$ cat src/ldf_pkg.sv
// shared types and constants of the led dimmer with fade
package ldf_pkg;

  // percent values and their limits
  localparam int unsigned PCT_W   = 7;
  localparam logic [PCT_W-1:0] PCT_MAX = 7'd100;
  localparam logic [PCT_W-1:0] PCT_OFF = 7'd0;
  localparam logic [PCT_W-1:0] PCT_ON_THRESH = 7'd49;

  // interface widths
  localparam int unsigned CMD_W   = 2;
  localparam int unsigned DUTY_W  = 8;
  localparam int unsigned FADE_W  = 16;
  localparam int unsigned CFG_IDX_W  = 3;
  localparam int unsigned CFG_DATA_W = 16;
  localparam int unsigned POLL_W  = 6;

  // duty = level * 255 / 100 as a multiply by a scaled reciprocal
  localparam int unsigned DUTY_MUL_W = 24;
  localparam logic [DUTY_MUL_W-1:0] DUTY_MUL = 24'd10695720;
  localparam int unsigned DUTY_SHIFT = 22;

  // register indexes of the configuration port
  localparam logic [CFG_IDX_W-1:0] REG_FADE_MS      = 3'd0;
  localparam logic [CFG_IDX_W-1:0] REG_PWM_MODE     = 3'd1;
  localparam logic [CFG_IDX_W-1:0] REG_OUT_INVERTED = 3'd2;
  localparam logic [CFG_IDX_W-1:0] REG_SW_ACT_HIGH  = 3'd3;
  localparam logic [CFG_IDX_W-1:0] REG_SW_ENABLE    = 3'd4;

  // reset values of the configuration registers
  localparam logic [FADE_W-1:0] FADE_MS_RST = 16'd2000;

  typedef enum logic [CMD_W-1:0] {
    CMD_TICK       = 2'd0,
    CMD_SET_LEVEL  = 2'd1,
    CMD_SET_BRIGHT = 2'd2,
    CMD_SET_SWITCH = 2'd3
  } cmd_e;

  typedef enum logic [2:0] {
    S_IDLE,
    S_DECODE,
    S_DIV,
    S_STEP,
    S_DONE
  } state_e;

endpackage

$ cat src/ldf_div.sv
// serial restoring divider, one quotient bit per cycle
module ldf_div #(
  parameter int unsigned DIVIDEND_W = 23,
  parameter int unsigned DIVISOR_W  = 16
) (
  input  logic                  clk_i,
  input  logic                  rst_ni,
  input  logic                  start_i,
  input  logic [DIVIDEND_W-1:0] dividend_i,
  input  logic [DIVISOR_W-1:0]  divisor_i,
  output logic                  done_o,
  output logic [DIVIDEND_W-1:0] quotient_o
);

  localparam int unsigned CNT_W = $clog2(DIVIDEND_W + 1);

  logic [DIVIDEND_W-1:0] quo_q;
  logic [DIVISOR_W-1:0]  rem_q;
  logic [CNT_W-1:0]      cnt_q;
  logic                  busy_q;
  logic                  done_q;

  logic [DIVISOR_W:0]    trial;
  logic [DIVISOR_W:0]    trial_sub;
  logic                  fits;

  // shift in the next dividend bit and try a subtract
  always_comb begin
    trial     = {rem_q, quo_q[DIVIDEND_W-1]};
    trial_sub = trial - {1'b0, divisor_i};
    fits      = (trial >= {1'b0, divisor_i});
  end

  // control of the iteration
  always_ff @(posedge clk_i or negedge rst_ni) begin
    if (!rst_ni) begin
      busy_q <= 1'b0;
      done_q <= 1'b0;
      cnt_q  <= '0;
    end else begin
      done_q <= 1'b0;
      if (start_i) begin
        busy_q <= 1'b1;
        cnt_q  <= CNT_W'(DIVIDEND_W);
      end else if (busy_q) begin
        cnt_q <= cnt_q - 1'b1;
        if (cnt_q == CNT_W'(1)) begin
          busy_q <= 1'b0;
          done_q <= 1'b1;
        end
      end
    end
  end

  // datapath
  always_ff @(posedge clk_i) begin
    if (start_i) begin
      quo_q <= dividend_i;
      rem_q <= '0;
    end else if (busy_q) begin
      quo_q <= {quo_q[DIVIDEND_W-2:0], fits};
      rem_q <= fits ? trial_sub[DIVISOR_W-1:0] : trial[DIVISOR_W-1:0];
    end
  end

  assign done_o     = done_q;
  assign quotient_o = quo_q;

endmodule

$ cat src/led_dimmer_with_fade.sv
// top level of the led dimmer with linear fade and polled local switch
//
//  channel  | handshake                | payload
//  ---------+--------------------------+-------------------------------------------
//  in       | in_valid_i / in_ready_o  | command_i, value_i, switch_level_i
//  out      | out_valid_o / out_ready_i| pwm_duty_o, pin_high_o, level_percent_o,
//           |                          | target_percent_o, brightness_percent_o,
//           |                          | switch_on_o
//  cfg      | cfg_valid_i / cfg_ready_o| cfg_index_i, cfg_data_i
//
// after accept, a set transaction passes decode and result load on its way to the result
// register, a tick decode, fade step and result load; one that starts a fade also runs
// the serial step divider after decode. in_ready_o is high only in the idle state; a
// result waiting on out_ready_i holds the sequencer in its load state. reset gives level
// 0, target 0, brightness 100 and the listed register defaults; the config port is always
// ready.
module led_dimmer_with_fade #(
  parameter int unsigned POLL_TICKS = 50,
  parameter int unsigned FRAC_BITS  = 16
) (
  input  logic                             clk_i,
  input  logic                             rst_ni,
  input  logic                             in_valid_i,
  output logic                             in_ready_o,
  input  logic [ldf_pkg::CMD_W-1:0]        command_i,
  input  logic [ldf_pkg::PCT_W-1:0]        value_i,
  input  logic                             switch_level_i,
  output logic                             out_valid_o,
  input  logic                             out_ready_i,
  output logic [ldf_pkg::DUTY_W-1:0]       pwm_duty_o,
  output logic                             pin_high_o,
  output logic [ldf_pkg::PCT_W-1:0]        level_percent_o,
  output logic [ldf_pkg::PCT_W-1:0]        target_percent_o,
  output logic [ldf_pkg::PCT_W-1:0]        brightness_percent_o,
  output logic                             switch_on_o,
  input  logic                             cfg_valid_i,
  output logic                             cfg_ready_o,
  input  logic [ldf_pkg::CFG_IDX_W-1:0]    cfg_index_i,
  input  logic [ldf_pkg::CFG_DATA_W-1:0]   cfg_data_i
);

  import ldf_pkg::*;

  localparam int unsigned DIVW   = PCT_W + FRAC_BITS;
  localparam int unsigned STEP_W = DIVW + 1;
  localparam int unsigned FINE_W = FRAC_BITS + 9;

  // configuration registers
  logic [FADE_W-1:0] fade_ms_q;
  logic              pwm_mode_q;
  logic              out_inv_q;
  logic              sw_act_high_q;
  logic              sw_enable_q;

  // sequencer and item registers
  state_e            state_q, state_d;
  cmd_e              cmd_q;
  logic [PCT_W-1:0]  val_q;
  logic              sw_q;

  // dimmer state
  logic [PCT_W-1:0]         level_q, level_d;
  logic [PCT_W-1:0]         target_q, target_d;
  logic [PCT_W-1:0]         bright_q, bright_d;
  logic signed [FINE_W-1:0] fine_q, fine_d;
  logic signed [STEP_W-1:0] step_q, step_d;
  logic [POLL_W-1:0]        poll_q, poll_d;
  logic                     seen_q, seen_d;
  logic                     dir_up_q, dir_up_d;

  // result register
  logic                     out_valid_q;
  logic [DUTY_W-1:0]        duty_q;
  logic                     pin_q;
  logic [PCT_W-1:0]         out_level_q;
  logic [PCT_W-1:0]         out_target_q;
  logic [PCT_W-1:0]         out_bright_q;
  logic                     out_sw_on_q;

  // divider hookup
  logic                     div_start;
  logic                     div_done;
  logic [DIVW-1:0]          div_dividend;
  logic [DIVW-1:0]          div_quotient;

  // decode helpers
  logic                     in_fire;
  logic                     out_free;
  logic [PCT_W-1:0]         val_sat;
  logic                     chg_req;
  logic [PCT_W-1:0]         chg_p;
  logic [POLL_W-1:0]        poll_nx;
  logic                     pressed;
  logic [PCT_W-1:0]         diff;
  logic [DIVW-1:0]          mag;

  // fade step helpers
  logic signed [FINE_W-1:0] goal;
  logic signed [FINE_W-1:0] fine_sum;
  logic signed [FINE_W-1:0] fine_new;
  logic                     step_pos;
  logic [7:0]               lvl_int;

  // duty product
  logic [PCT_W+DUTY_MUL_W-1:0] duty_prod;

  assign in_ready_o  = (state_q == S_IDLE);
  assign in_fire     = in_valid_i && in_ready_o;
  assign out_free    = !out_valid_q || out_ready_i;
  assign cfg_ready_o = 1'b1;
  assign val_sat     = (value_i > PCT_MAX) ? PCT_MAX : value_i;

  // configuration register writes
  always_ff @(posedge clk_i or negedge rst_ni) begin
    if (!rst_ni) begin
      fade_ms_q     <= FADE_MS_RST;
      pwm_mode_q    <= 1'b1;
      out_inv_q     <= 1'b0;
      sw_act_high_q <= 1'b0;
      sw_enable_q   <= 1'b1;
    end else if (cfg_valid_i) begin
      unique case (cfg_index_i)
        REG_FADE_MS:      fade_ms_q     <= cfg_data_i[FADE_W-1:0];
        REG_PWM_MODE:     pwm_mode_q    <= cfg_data_i[0];
        REG_OUT_INVERTED: out_inv_q     <= cfg_data_i[0];
        REG_SW_ACT_HIGH:  sw_act_high_q <= cfg_data_i[0];
        REG_SW_ENABLE:    sw_enable_q   <= cfg_data_i[0];
        default: ;
      endcase
    end
  end

  // capture of the accepted item
  always_ff @(posedge clk_i) begin
    if (in_fire) begin
      cmd_q <= cmd_e'(command_i);
      val_q <= val_sat;
      sw_q  <= switch_level_i;
    end
  end

  // requested target change for the current command, switch polling on ticks
  always_comb begin
    chg_req = 1'b0;
    chg_p   = PCT_OFF;
    poll_nx = poll_q + 1'b1;
    pressed = !sw_q;
    poll_d  = poll_q;
    seen_d  = seen_q;
    bright_d = bright_q;
    unique case (cmd_q)
      CMD_TICK: begin
        if (poll_nx >= POLL_W'(POLL_TICKS)) begin
          poll_d = '0;
          if (sw_enable_q && (pressed != seen_q)) begin
            seen_d  = pressed;
            chg_req = 1'b1;
            chg_p   = (pressed == sw_act_high_q) ? PCT_OFF : PCT_MAX;
          end
        end else begin
          poll_d = poll_nx;
        end
      end
      CMD_SET_LEVEL: begin
        chg_req = 1'b1;
        chg_p   = val_q;
      end
      CMD_SET_BRIGHT: begin
        bright_d = val_q;
        chg_req  = (level_q != PCT_OFF) && (level_q != val_q);
        chg_p    = val_q;
      end
      CMD_SET_SWITCH: begin
        if (val_q != PCT_OFF) begin
          chg_req = (target_q == PCT_OFF);
          chg_p   = bright_q;
        end else begin
          chg_req = 1'b1;
          chg_p   = PCT_OFF;
        end
      end
      default: ;
    endcase
  end

  // step dividend and the fixed-up step magnitude
  assign diff         = (chg_p > level_q) ? (chg_p - level_q) : (level_q - chg_p);
  assign div_dividend = {diff, {FRAC_BITS{1'b0}}};
  assign mag          = (div_quotient == '0) ? DIVW'(1) : div_quotient;

  // one fade step: add, clamp at the goal, derive the integer level
  always_comb begin
    goal     = $signed({2'b00, target_q, {FRAC_BITS{1'b0}}});
    fine_sum = fine_q + $signed({step_q[STEP_W-1], step_q});
    step_pos = !step_q[STEP_W-1] && (step_q != '0);
    if (step_pos) begin
      fine_new = (fine_sum >= goal) ? goal : fine_sum;
    end else begin
      fine_new = (fine_sum <= goal) ? goal : fine_sum;
    end
    lvl_int = fine_new[FRAC_BITS +: 8];
  end

  // sequencer
  always_comb begin
    state_d   = state_q;
    level_d   = level_q;
    target_d  = target_q;
    fine_d    = fine_q;
    step_d    = step_q;
    dir_up_d  = dir_up_q;
    div_start = 1'b0;
    unique case (state_q)
      S_IDLE: begin
        if (in_fire) begin
          state_d = S_DECODE;
        end
      end
      S_DECODE: begin
        if (chg_req && (chg_p != target_q)) begin
          target_d = chg_p;
          if ((fade_ms_q == '0) || !pwm_mode_q) begin
            level_d = chg_p;
          end else if (level_q != chg_p) begin
            fine_d    = $signed({2'b00, level_q, {FRAC_BITS{1'b0}}});
            dir_up_d  = (chg_p > level_q);
            div_start = 1'b1;
          end
        end
        if (div_start) begin
          state_d = S_DIV;
        end else if (cmd_q == CMD_TICK) begin
          state_d = S_STEP;
        end else begin
          state_d = S_DONE;
        end
      end
      S_DIV: begin
        if (div_done) begin
          step_d  = dir_up_q ? $signed({1'b0, mag}) : -$signed({1'b0, mag});
          state_d = (cmd_q == CMD_TICK) ? S_STEP : S_DONE;
        end
      end
      S_STEP: begin
        if (level_q != target_q) begin
          fine_d = fine_new;
          if (fine_new <= 0) begin
            level_d = PCT_OFF;
          end else if (lvl_int > {1'b0, PCT_MAX}) begin
            level_d = PCT_MAX;
          end else begin
            level_d = lvl_int[PCT_W-1:0];
          end
        end
        state_d = S_DONE;
      end
      S_DONE: begin
        if (out_free) begin
          state_d = S_IDLE;
        end
      end
      default: state_d = S_IDLE;
    endcase
  end

  // state registers
  always_ff @(posedge clk_i or negedge rst_ni) begin
    if (!rst_ni) begin
      state_q  <= S_IDLE;
      level_q  <= PCT_OFF;
      target_q <= PCT_OFF;
      bright_q <= PCT_MAX;
      fine_q   <= '0;
      step_q   <= '0;
      poll_q   <= '0;
      seen_q   <= 1'b0;
      dir_up_q <= 1'b0;
    end else begin
      state_q  <= state_d;
      level_q  <= level_d;
      target_q <= target_d;
      fine_q   <= fine_d;
      step_q   <= step_d;
      dir_up_q <= dir_up_d;
      if (state_q == S_DECODE) begin
        poll_q   <= poll_d;
        seen_q   <= seen_d;
        bright_q <= bright_d;
      end
    end
  end

  // step divider
  ldf_div #(
    .DIVIDEND_W (DIVW),
    .DIVISOR_W  (FADE_W)
  ) u_div (
    .clk_i      (clk_i),
    .rst_ni     (rst_ni),
    .start_i    (div_start),
    .dividend_i (div_dividend),
    .divisor_i  (fade_ms_q),
    .done_o     (div_done),
    .quotient_o (div_quotient)
  );

  // result register
  assign duty_prod = level_q * DUTY_MUL;

  always_ff @(posedge clk_i or negedge rst_ni) begin
    if (!rst_ni) begin
      out_valid_q <= 1'b0;
    end else if ((state_q == S_DONE) && out_free) begin
      out_valid_q <= 1'b1;
    end else if (out_ready_i) begin
      out_valid_q <= 1'b0;
    end
  end

  always_ff @(posedge clk_i) begin
    if ((state_q == S_DONE) && out_free) begin
      duty_q       <= duty_prod[DUTY_SHIFT +: DUTY_W];
      pin_q        <= (level_q > PCT_ON_THRESH) ^ out_inv_q;
      out_level_q  <= level_q;
      out_target_q <= target_q;
      out_bright_q <= bright_q;
      out_sw_on_q  <= (target_q != PCT_OFF);
    end
  end

  assign out_valid_o          = out_valid_q;
  assign pwm_duty_o           = duty_q;
  assign pin_high_o           = pin_q;
  assign level_percent_o      = out_level_q;
  assign target_percent_o     = out_target_q;
  assign brightness_percent_o = out_bright_q;
  assign switch_on_o          = out_sw_on_q;

endmodule
$ cat config.mk
export PLATFORM = sky130hd
export DESIGN_NAME = led_dimmer_with_fade
export DESIGN_NICKNAME = d
export VERILOG_FILES = /design/src/ldf_pkg.sv /design/src/ldf_div.sv /design/src/led_dimmer_with_fade.sv
export SDC_FILE = /design/constraint.sdc
export NUM_CORES = 1
export LEC_CHECK = 0
export BUFFER_PORTS_ARGS = -buffer_cell sky130_fd_sc_hd__buf_2
export CAP_MARGIN = 20
export CORE_MARGIN = 1
export CORE_UTILIZATION = 43
export DETAILED_ROUTE_END_ITERATION = 10
export PLACE_DENSITY = 0.59
export SYNTH_ARGS = -nofsm -noshare
export SYNTH_HDL_FRONTEND = slang
export SYNTH_SLANG_ARGS = --single-unit
$ cat constraint.sdc
create_clock -name clk_i -period 8.73 [get_ports clk_i]
set_input_delay 0 -clock clk_i [delete_from_list [all_inputs] [get_ports clk_i]]
set_output_delay 0 -clock clk_i [all_outputs]
set_load 0.05 [all_outputs]
==> impl_results.md <==
- Starting Density: between 40% and 50%
- TritonCTS Buffers: 17
- Post-layout util: between 40% and 50%
- HP Class: input port to flop
- Synth top area cells: dfrtp_1 18%, ha_1 12%, edfxtp_1 11%, dfxtp_1 4.8%, nand2_1 3.8%
- Pins Over Slew Limit: 0
- Mean post-synth cell area: between 9 and 10 um2
- P_leak: just under 7 nW
- Worst-skew pair later-pin latency: 0.45 ns
- Number of distinct library cells after synthesis: 78
- CORE AREA: between 30000 and 40000 um2
- Setup Buffers After CTS: 0
- Critical path buffers and inverters: 2
- Final net count: about 1.7k
- Final Hold Fails: 0
- Initial antenna violation count: 0
- Met2 wire len: 14800 um
- Setup ws final: ~2.9 ns
- Synth Net Count: between 1.5k and 2k
- Pwr per Cell Area: 124 nW/um2
- Overall routing resource usage: 21.8%
- Routed WL per cell: around 17 um
- Area growth, synth to finish: 11.6%
- Root buf cell: clkbuf_16
- Dpl ws: a little under 3 ns
- Kind of cell adding the most delay to the critical path: compound AO/OA/AOI/OAI gates
- Slew margin rel.: between 20% and 30%
- Layout Skew: between 0.01 and 0.015 ns
- Most frequent cell after synthesis: nand2_1
- Drt drc: 0
- WP data required: 9.07 ns
- Grt ovf: 0
- Post-synth EDFFs: 48
- Post-synth top flop: dfrtp_1
- # IOs: 68
- CTS clk-pin slew, worst paths: about 0.08 ns
- Largest net degree at the start of global routing: 60
- Crit path DAT: a little over 6 ns
- Fillers: 2865
- Top layer in use: met4
- Worst slew pin tran: ~1.1 ns
- Clock sink count: 189
- Placed wire-length estimate: 24300 um
- Met3 WL post-DR: between 1000 and 1500 um
- Worst Setup End Kind: flop
- First-pass DRT Iterations: 4
- Synth Instances: roughly 1.5k
- Pwr Total: 1.86 mW
- Synth Cell Area: around 13000 um2
- Worst Path Class, Setup: flop to flop
- First-pass GRT wire length: around 55000 um
- VDD IR max: about 0.00011 V
- Wl on met1: between 15000 and 20000 um
- Unrepaired setup endpoints after global routing: no
- H-tree depth: 4
- Yosys top cell area share: between 15 and 20%
- Crit start category: flop
- Synth cell count leaders: 136 x nand2_1, 134 x nor2_1, 132 x ha_1
- Post-synth ARST share: roughly 58%
- Setup_tns: 0 ns
- GPL Wtd Cong: between 0.9 and 1
- Status: finished clean
- 1st-iter DRT viols: about 900
- Synth area leader: dfrtp_1
- Max Fanout on Critical Path: 13
- Port bufs: 66
- Register area share after synthesis: between 30% and 40%
- Max Freq: between 150 and 200 MHz
- Synth warn: 0
- Row Count: 64
- Ant diodes: 0
- CTS tree: yes
- Share of layout cells above drive strength 1: 10.5%
- Max stage delay cell, worst path: a21oi_1
- CP peak stage delay: around 0.42 ns
- Die area: about 32000 um2
- Die width: between 150 and 200 um
- Final setup violation count: 0
- Final worst path period share: 67.1%
- Max-cap violation count: 0
- Final ANT Viol Nets: 0
- Via count: 10.9k
- Chip height: between 150 and 200 um
- Synth Register Bits: approximately 190
- Clock buffer depth: 2
- Final worst path period need: around 6 ns
- Vias in the first global route: between 10k and 15k
- Drt total wl: around 33000 um
- Crit-path cells: ha_1 > inv_1 > fa_1 > nand2b_1 > a21oi_1 > o21ai_0 > a21oi_1 > o21ai_0 > and2_1 > o311ai_0 > buf_4 > ha_1 > and4_1 > nand4_1 > a2111o_1 > nor4_1 > o2111ai_1 > o211ai_1 > o211a_1 > nor2_1 > a32o_1
- DR vias/cell: around 5.6
## power by group
group | switching, mW | internal, mW
Clock | 0.388 | 0.390
Sequential | 0.0134 | 0.926
Combinational | 0.0796 | 0.0622
## worst register-to-register path, delay by kind of cell (launching register included)
kind | cells | cell delay [ns]
compound gates | 10 | 3.16
fa+ha+maj | 3 | 0.72
flops | 1 | 0.38
simple gates | 6 | 1.26
buf+inv | 2 | 0.26
## repair_timing
item,CTS,global route
hold endpoints to repair,79,0
resized for setup,0,0
hold buffers,33,0
endpoints found under the setup margin,0,0
## final timing paths
| path | startpoint | end | slack [ns] | cells after the start |
|---|---|---|---|---|
| worst max register to register | step_q[0] | fine_q[5] | 2.87 | 21 |
| worst min register to register | u_div.rem_q[15] | u_div.rem_q[15] | 0.48 | 2 |
| worst max-delay path | step_q[0] | fine_q[5] | 2.87 | 21 |
| min in group asynchronous | rst_ni | poll_q[1] | 0.17 | 2 |
| max in group asynchronous | rst_ni | u_div.busy_q | 7.29 | 3 |
| worst min-delay path | cfg_valid_i | sw_enable_q | 0.04 | 4 |
## per-stage QoR
| step | hold slack, ns | area (um2) | std cells |
|---|---|---|---|
| floorplan | -0.296 | 13400 | 1471 |
| global placement | 0.117 | 14100 | 1880 |
| detailed placement | 0.116 | 14100 | 1880 |
| CTS | 0.0141 | 15000 | 1945 |
| global route | 0.0460 | 15000 | 1945 |
| finish | 0.0449 | 15000 | 1945 |
## kinds of logic after synthesis
group / count (synthesis) / synth area share [%]
xor+xnor: 77 / 5.02
fa+ha+maj: 149 / 14.8
simple gates: 477 / 17.2
compound gates: 355 / 17.7
other cells: 1 / 0.0279
flops: 189 / 35.9
buf+inv: 164 / 4.80
mux: 59 / 4.57
## per-layer routing
metal,global-route usage (%),vias up
li1,-,5433
met1,31.3,5227
met2,33.9,244
met3,3.48,34
met4,5.79,0
met5,0,-
## cell usage in the layout (no fill, tap or decap), types with 13 or more instances in the layout
master	instances
o21ai_0	77
nand3_1	28
edfxtp_1	48
ha_1	132
mux2i_1	42
nor3_1	25
dfxtp_1	32
inv_1	102
nand4_1	19
a21o_1	23
mux2_2	16
nand2_1	136
and3_1	16
a211oi_1	21
a22o_1	16
clkbuf_16	17
or3_1	13
nor2_1	133
nor4_1	17
buf_2	65
nor2b_1	17
fa_1	17
xor2_1	22
dlygate4sd3_1	33
a21oi_1	83
xnor2_1	55
a31oi_1	20
nand2b_1	18
dfrtp_1	97
## layout make-up
cell class | instances | area [um2] | area share (%)
Multi-Input combinational cell | 1118 | 7990 | 53.2
Sequential cell | 189 | 4820 | 32.2
Timing Repair Buffer | 108 | 731 | 4.87
Tap cell | 396 | 495 | 3.30
Clock buffer | 18 | 439 | 2.93
Inverter | 102 | 383 | 2.55
Clock inverter | 14 | 146 | 0.976
## state kept, by name (all words and copies together), names as in the netlist, 5 cells and up
name / count
val_q: 7
brightness_percent_o: 7
target_q: 7
u_div.rem_q: 16
target_percent_o: 7
poll_q: 6
u_div.quotient_o: 23
level_q: 7
step_q: 24
level_percent_o: 7
bright_q: 7
fine_q: 25
pwm_duty_o: 8
fade_ms_q: 16
u_div.cnt_q: 5
No activity file was read; power rests on OpenSTA's default activity.
